$ cat src/rtl/gf2_7_field_alu_macros.svh
// Assertion macros for the GF(2^7) ALU.
// Each macro expects clk and arst_n in the enclosing scope.
`ifndef GF2_7_FIELD_ALU_MACROS_SVH
`define GF2_7_FIELD_ALU_MACROS_SVH

`ifndef NO_ASSERTIONS

`define GF27_ASSERT_IMPL(lbl, ante, cons, msg) \
	lbl: assert property (@(posedge clk) disable iff (!arst_n) (ante) |-> (cons)) \
		else $error(msg);

`define GF27_ASSERT_NEXT(lbl, ante, cons, msg) \
	lbl: assert property (@(posedge clk) disable iff (!arst_n) (ante) |=> (cons)) \
		else $error(msg);

`else

`define GF27_ASSERT_IMPL(lbl, ante, cons, msg)

`define GF27_ASSERT_NEXT(lbl, ante, cons, msg)

`endif

`endif

$ cat src/rtl/gf27_pkg.sv
package gf27_pkg;

	localparam int unsigned ELEM_W = 7;
	localparam int unsigned OP_W   = 2;

	localparam logic [OP_W-1:0] OP_ADD = 2'd0;
	localparam logic [OP_W-1:0] OP_MUL = 2'd1;
	localparam logic [OP_W-1:0] OP_INV = 2'd2;
	localparam logic [OP_W-1:0] OP_DIV = 2'd3;

	// x^7 + x + 1
	localparam logic [ELEM_W-1:0] TAIL_RESET = 7'd3;

	typedef logic [ELEM_W-1:0] elem_t;

	typedef struct packed {
		logic [OP_W-1:0] opcode;
		elem_t           a;
		elem_t           b;
	} side_t;

	// shift-and-add product, reduced by x^7 + tail
	function automatic elem_t gf_mul(input elem_t a, input elem_t b, input elem_t tail);
		elem_t acc;
		acc = '0;
		for (int k = ELEM_W - 1; k >= 0; k--) begin
			acc = {acc[ELEM_W-2:0], 1'b0} ^ (acc[ELEM_W-1] ? tail : elem_t'(0));
			if (b[k]) begin
				acc = acc ^ a;
			end
		end
		return acc;
	endfunction

endpackage

$ cat src/rtl/gf27_pow.sv
// base^126 over nine stages, one field multiply per stage:
// a^2, a^3, a^6, a^12, a^15, a^30, a^60, a^63, a^126
module gf27_pow (
	input  logic            clk,
	input  logic            arst_n,
	input  logic            advance,
	input  gf27_pkg::elem_t tail,
	input  logic            in_valid,
	input  gf27_pkg::elem_t in_base,
	input  gf27_pkg::side_t in_side,
	output logic            out_valid,
	output gf27_pkg::elem_t out_pow,
	output gf27_pkg::side_t out_side
);

	logic valid_s1, valid_s2, valid_s3, valid_s4, valid_s5;
	logic valid_s6, valid_s7, valid_s8, valid_s9;

	gf27_pkg::elem_t base_s1;
	gf27_pkg::elem_t pw_s1, pw_s2, pw_s3, pw_s4, pw_s5, pw_s6, pw_s7, pw_s8, pw_s9;
	gf27_pkg::elem_t cube_s2, cube_s3, cube_s4, cube_s5, cube_s6, cube_s7;
	gf27_pkg::side_t side_s1, side_s2, side_s3, side_s4, side_s5;
	gf27_pkg::side_t side_s6, side_s7, side_s8, side_s9;

	always_ff @(posedge clk or negedge arst_n) begin
		if (!arst_n) begin
			valid_s1 <= 1'b0;
			valid_s2 <= 1'b0;
			valid_s3 <= 1'b0;
			valid_s4 <= 1'b0;
			valid_s5 <= 1'b0;
			valid_s6 <= 1'b0;
			valid_s7 <= 1'b0;
			valid_s8 <= 1'b0;
			valid_s9 <= 1'b0;
		end else if (advance) begin
			valid_s1 <= in_valid;
			valid_s2 <= valid_s1;
			valid_s3 <= valid_s2;
			valid_s4 <= valid_s3;
			valid_s5 <= valid_s4;
			valid_s6 <= valid_s5;
			valid_s7 <= valid_s6;
			valid_s8 <= valid_s7;
			valid_s9 <= valid_s8;
		end
	end

	always_ff @(posedge clk) begin
		if (advance) begin
			base_s1 <= in_base;
			pw_s1   <= gf27_pkg::gf_mul(in_base, in_base, tail);
			side_s1 <= in_side;

			pw_s2   <= gf27_pkg::gf_mul(pw_s1, base_s1, tail);
			cube_s2 <= gf27_pkg::gf_mul(pw_s1, base_s1, tail);
			side_s2 <= side_s1;

			pw_s3   <= gf27_pkg::gf_mul(pw_s2, pw_s2, tail);
			cube_s3 <= cube_s2;
			side_s3 <= side_s2;

			pw_s4   <= gf27_pkg::gf_mul(pw_s3, pw_s3, tail);
			cube_s4 <= cube_s3;
			side_s4 <= side_s3;

			pw_s5   <= gf27_pkg::gf_mul(pw_s4, cube_s4, tail);
			cube_s5 <= cube_s4;
			side_s5 <= side_s4;

			pw_s6   <= gf27_pkg::gf_mul(pw_s5, pw_s5, tail);
			cube_s6 <= cube_s5;
			side_s6 <= side_s5;

			pw_s7   <= gf27_pkg::gf_mul(pw_s6, pw_s6, tail);
			cube_s7 <= cube_s6;
			side_s7 <= side_s6;

			pw_s8   <= gf27_pkg::gf_mul(pw_s7, cube_s7, tail);
			side_s8 <= side_s7;

			pw_s9   <= gf27_pkg::gf_mul(pw_s8, pw_s8, tail);
			side_s9 <= side_s8;
		end
	end

	assign out_valid = valid_s9;
	assign out_pow   = pw_s9;
	assign out_side  = side_s9;

endmodule

$ cat src/rtl/gf2_7_field_alu.sv
// GF(2^7) ALU: add, multiply, inverse (a^126), divide (a * b^126, or a when b is zero).
// Throughput: one transaction per cycle; nine power stages and one final
// multiply/select stage, all advancing together when the output is free.
// Reset: arst_n clears all valid bits and loads the polynomial tail with 3.
`include "gf2_7_field_alu_macros.svh"

module gf2_7_field_alu (
	input  logic       clk,
	input  logic       arst_n,
	input  logic       in_valid,
	output logic       in_stall,
	input  logic [1:0] opcode,
	input  logic [6:0] operand_a,
	input  logic [6:0] operand_b,
	output logic       out_valid,
	input  logic       out_stall,
	output logic [6:0] field_result,
	input  logic       cfg_valid,
	output logic       cfg_ready,
	input  logic [6:0] field_polynomial_tail
);

	gf27_pkg::elem_t tail_q;
	logic            advance;
	gf27_pkg::elem_t in_base;
	gf27_pkg::side_t in_side;

	logic            pow_valid;
	gf27_pkg::elem_t pow_val;
	gf27_pkg::side_t pow_side;

	gf27_pkg::elem_t mul_rhs;
	gf27_pkg::elem_t mul_val;
	gf27_pkg::elem_t result_nxt;

	logic            valid_s10;
	gf27_pkg::elem_t result_s10;

	assign cfg_ready = 1'b1;

	always_ff @(posedge clk or negedge arst_n) begin
		if (!arst_n) begin
			tail_q <= gf27_pkg::TAIL_RESET;
		end else if (cfg_valid && cfg_ready) begin
			tail_q <= field_polynomial_tail;
		end
	end

	assign advance  = !(valid_s10 && out_stall);
	assign in_stall = !advance;

	assign in_base        = (opcode == gf27_pkg::OP_DIV) ? operand_b : operand_a;
	assign in_side.opcode = opcode;
	assign in_side.a      = operand_a;
	assign in_side.b      = operand_b;

	gf27_pow u_pow (
		.clk       (clk),
		.arst_n    (arst_n),
		.advance   (advance),
		.tail      (tail_q),
		.in_valid  (in_valid),
		.in_base   (in_base),
		.in_side   (in_side),
		.out_valid (pow_valid),
		.out_pow   (pow_val),
		.out_side  (pow_side)
	);

	assign mul_rhs = (pow_side.opcode == gf27_pkg::OP_MUL) ? pow_side.b : pow_val;
	assign mul_val = gf27_pkg::gf_mul(pow_side.a, mul_rhs, tail_q);

	always_comb begin
		unique case (pow_side.opcode)
			gf27_pkg::OP_ADD: result_nxt = pow_side.a ^ pow_side.b;
			gf27_pkg::OP_MUL: result_nxt = mul_val;
			gf27_pkg::OP_INV: result_nxt = pow_val;
			gf27_pkg::OP_DIV: result_nxt = (pow_side.b == '0) ? pow_side.a : mul_val;
			default:          result_nxt = mul_val;
		endcase
	end

	always_ff @(posedge clk or negedge arst_n) begin
		if (!arst_n) begin
			valid_s10 <= 1'b0;
		end else if (advance) begin
			valid_s10 <= pow_valid;
		end
	end

	always_ff @(posedge clk) begin
		if (advance) begin
			result_s10 <= result_nxt;
		end
	end

	assign out_valid    = valid_s10;
	assign field_result = result_s10;

	`GF27_ASSERT_NEXT(a_pipe_hold, pow_valid && !advance, pow_valid, "pipe dropped item on stall")
	`GF27_ASSERT_NEXT(a_add_xor, pow_valid && advance && pow_side.opcode == gf27_pkg::OP_ADD, out_valid && field_result == $past(pow_side.a ^ pow_side.b), "add result wrong")
	`GF27_ASSERT_NEXT(a_inv_zero, pow_valid && advance && pow_side.opcode == gf27_pkg::OP_INV && pow_side.a == '0, out_valid && field_result == '0, "inverse of zero not zero")

endmodule
$ cat config.mk
export PLATFORM = sky130hd
export DESIGN_NAME = gf2_7_field_alu
export DESIGN_NICKNAME = d
export VERILOG_FILES = /design/src/rtl/gf27_pkg.sv /design/src/rtl/gf27_pow.sv /design/src/rtl/gf2_7_field_alu.sv
export VERILOG_INCLUDE_DIRS = /design/src /design/src/rtl
export SDC_FILE = /design/constraint.sdc
export NUM_CORES = 1
export LEC_CHECK = 0
export BUFFER_PORTS_ARGS = -buffer_cell sky130_fd_sc_hd__buf_4
export CAP_MARGIN = 20
export CELL_PAD_IN_SITES_DETAIL_PLACEMENT = 0
export CELL_PAD_IN_SITES_GLOBAL_PLACEMENT = 1
export CORE_UTILIZATION = 30
export DETAILED_ROUTE_END_ITERATION = 6
export GPL_ROUTABILITY_DRIVEN = 1
export PLACE_DENSITY = 0.51
export SETUP_SLACK_MARGIN = 0.3
export SYNTH_ARGS = -nofsm -noshare
export SYNTH_HDL_FRONTEND = slang
export SYNTH_SLANG_ARGS = --single-unit
export TNS_END_PERCENT = 10
$ cat constraint.sdc
create_clock -name clk -period 22.8 [get_ports clk]
set_clock_uncertainty 0.05 [all_clocks]
set_input_delay 2.28 -clock clk [delete_from_list [all_inputs] [get_ports clk]]
set_output_delay 2.28 -clock clk [all_outputs]
set_load 0.02 [all_outputs]
==> impl_metrics.yaml <==
floorplan:
  die_h_um: 242
  core_area_mm2: 0.0567
  initial_utilization_pct: 30.5
  die_w_um: 242
  row_count: 87
  die_area_mm2: 0.0587
  io_pins: 38
logic_synthesis:
  synthFlopType: "edfxtp_1"
  synth_cells: 1745
  synth_edf_count: 256
  avgSynthCellArea_um2: 9.92
  ys_seq_area_share_pct: 46.9
  synth_fp_nets: 1773
  yosysWarnings: 0
  async_reset_ff_share_pct: 6.23
  ys_ff_latch: 273
  ys_types: 72
  netlist_area_mm2: 0.0173
worst_setup_path:
  crit_fanout: 60
  critPathLaunch: "out_stall"
  worstReg2RegStart: "u_pow.out_side[14]"
  end_kind: "output pin"
  critPathRequiredTime_ns: 20.47
  endpoint: "in_stall"
  cp-start-kind: "primary input"
  worst-r2r-setup-slack_ns: 17.77
  critPathKind: "in2out"
  rr_worst_depth: 11
  cp.arrival_ns: 3.25
  reg2reg_to: "field_result[3]"
clocking:
  cts_tree: "done"
  cts_hold_buf: 0
  clock_latency_ns: 0.55
  cts_resized: 0
  clock-root-buffer: "clkbuf_16"
  cts.sinks: 273
  ctsLongestPathBuffers: 3
  clk_pin_slew_ns: 0.06
  cts_max_level: 2
  cts_made_buffers: 34
  postCtsSetupRepairBufs: 0
place:
  portBuffers: 36
  dpl.cell_count: 2426
  gp_congestion: 0.774
  dpl.hpwl_um: 30200
route:
  wl_per_cell_um: 18.3
  drt_iter0_drc: 926
  antenna_left: 0
  drc: 0
  firstDrtPassIters: 5
  wl_um: 45400
  num_vias: 11900
  vias_per_cell: 4.78
finish:
  drive_gt1_share_pct: 10.2
  instances_no_fill: 2486
  mostFrequentLayoutCells: "nand2_1 (468), xnor2_1 (335), edfxtp_1 (256)"
  mostFrequentLayoutCell: "nand2_1"
  seq_area_mm2: 0.00812
  nFillCells: 5710
  nets: 1734
  antenna_cells: 0
  multiInputGateArea_mm2: 0.00866
  area_delta_synth_final_pct: 11.8
timing:
  rsz0062_at_grt: "no"
  hold_viol: 0
  max_freq_mhz: 179
  drv_slew: 0
  worst_pin_slew_ns: 0.892
  period_minus_slack_ns: 5.58
  slew_headroom_pct: 40.6
  fin_setup_tns_ns: 0
  setup_viol_count_final: 0
  finalCritPeriodShare_pct: 24.5
grt:
  antenna_found_initial: 0
  grt_max_degree: 72
  grt_pass1_wl_um: 70600
  grt-ovfl-total: 0
  first_global_vias: 11700
  busiest_layer: "met2"
  grtUsageMet2_pct: 25.5
  use_met1_pct: 21.0
  met3_usage_pct: 2.50
  grt_usage_pct: 15.4
flow_run:
  maxCapViolCount: 0
hold_path:
  hold_path.class: "reg2reg"
status:
  status: "finished clean"
[cell type report]
cell class / count / share of cell area, %
Multi-Input combinational cell: 1337 / 44.7
Sequential cell: 273 / 41.9
Tap cell: 756 / 4.88
Clock buffer: 37 / 4.50
Timing Repair Buffer: 51 / 1.98
Clock inverter: 23 / 1.78
Inverter: 9 / 0.174
[cells by family after synthesis]
logic type	after synthesis	synth area share, %
xor+xnor	418	21.9
buf+inv	135	3.16
other cells	1	0.0217
mux	58	3.76
compound gates	223	8.86
simple gates	637	15.5
flops	273	46.9
[worst min-delay path by stage]
stage / end / from / cells after the start
floorplan: u_pow.cube_s4[0] / u_pow.cube_s3[0] / 0
global placement: u_pow.side_s4[4] / u_pow.side_s3[4] / 0
detailed placement: u_pow.side_s3[9] / u_pow.side_s2[9] / 0
CTS: u_pow.side_s5[4] / u_pow.side_s4[4] / 0
global route: u_pow.side_s6[8] / u_pow.side_s5[8] / 0
finish: u_pow.side_s7[11] / u_pow.side_s6[11] / 0
[stage by stage]
stage	instance area, µm²	hold slack [ns]	util, %	setup WS, ns
3_3_place_gp	18100	0.350	32.0	16.88
3_5_place_dp	18100	0.355	32.0	16.77
6_report	19400	0.360	34.1	17.22
5_1_grt	19400	0.363	34.1	16.98
4_1_cts	19400	0.364	34.1	17.14
2_1_floorplan	17300	0.350	-	9.59
[flip-flops by register name, indices dropped and copies added, names as in the netlist, 16 cells and up]
signal	cells
u_pow.side_s7	16
u_pow.out_side	16
u_pow.side_s2	16
u_pow.side_s8	16
u_pow.side_s6	16
u_pow.side_s3	16
u_pow.side_s5	16
u_pow.side_s1	16
u_pow.side_s4	16
[critical path, stage by stage]
cell	delay [ns]
buf_4	0.12
nand2_4	0.55
inv_1	0.09
buf_4	0.18
[cell usage after synthesis, types with 5 or more instances]
cell	instances	area [µm²]
a311oi_1	6	52.6
or3b_1	6	52.6
a32oi_1	18	158
nor2_1	64	240
nor3_1	13	65.1
clkbuf_1	103	387
or2_2	5	31.3
o21ai_0	69	345
buf_1	14	52.6
a211oi_1	13	97.6
a22oi_1	9	67.6
o31a_1	7	61.3
mux2_2	42	473
a21o_1	5	37.5
dfrtp_1	15	375
nand2b_1	8	50.1
edfxtp_1	256	7690
nand3_1	11	55.1
o22ai_1	9	56.3
and2_1	10	62.6
xnor3_1	7	158
inv_1	8	30.0
xor2_1	74	648
o32ai_1	8	70.1
nand2_1	469	1760
mux2i_1	14	140
and3_1	8	50.1
a22o_1	9	78.8
xnor2_1	335	2930
nor2b_1	15	93.8
a21oi_1	32	160
[metal layers]
layer  routed length [µm]  vias up
met5                    0        -
met4                  657        0
met3                 1710       48
met2                21400      186
met1                21600     5780
li1                     -     5859
Power is left out: the tool's default activity adds up to more than one toggle a clock period on the data nets, which glitch-free logic cannot reach.
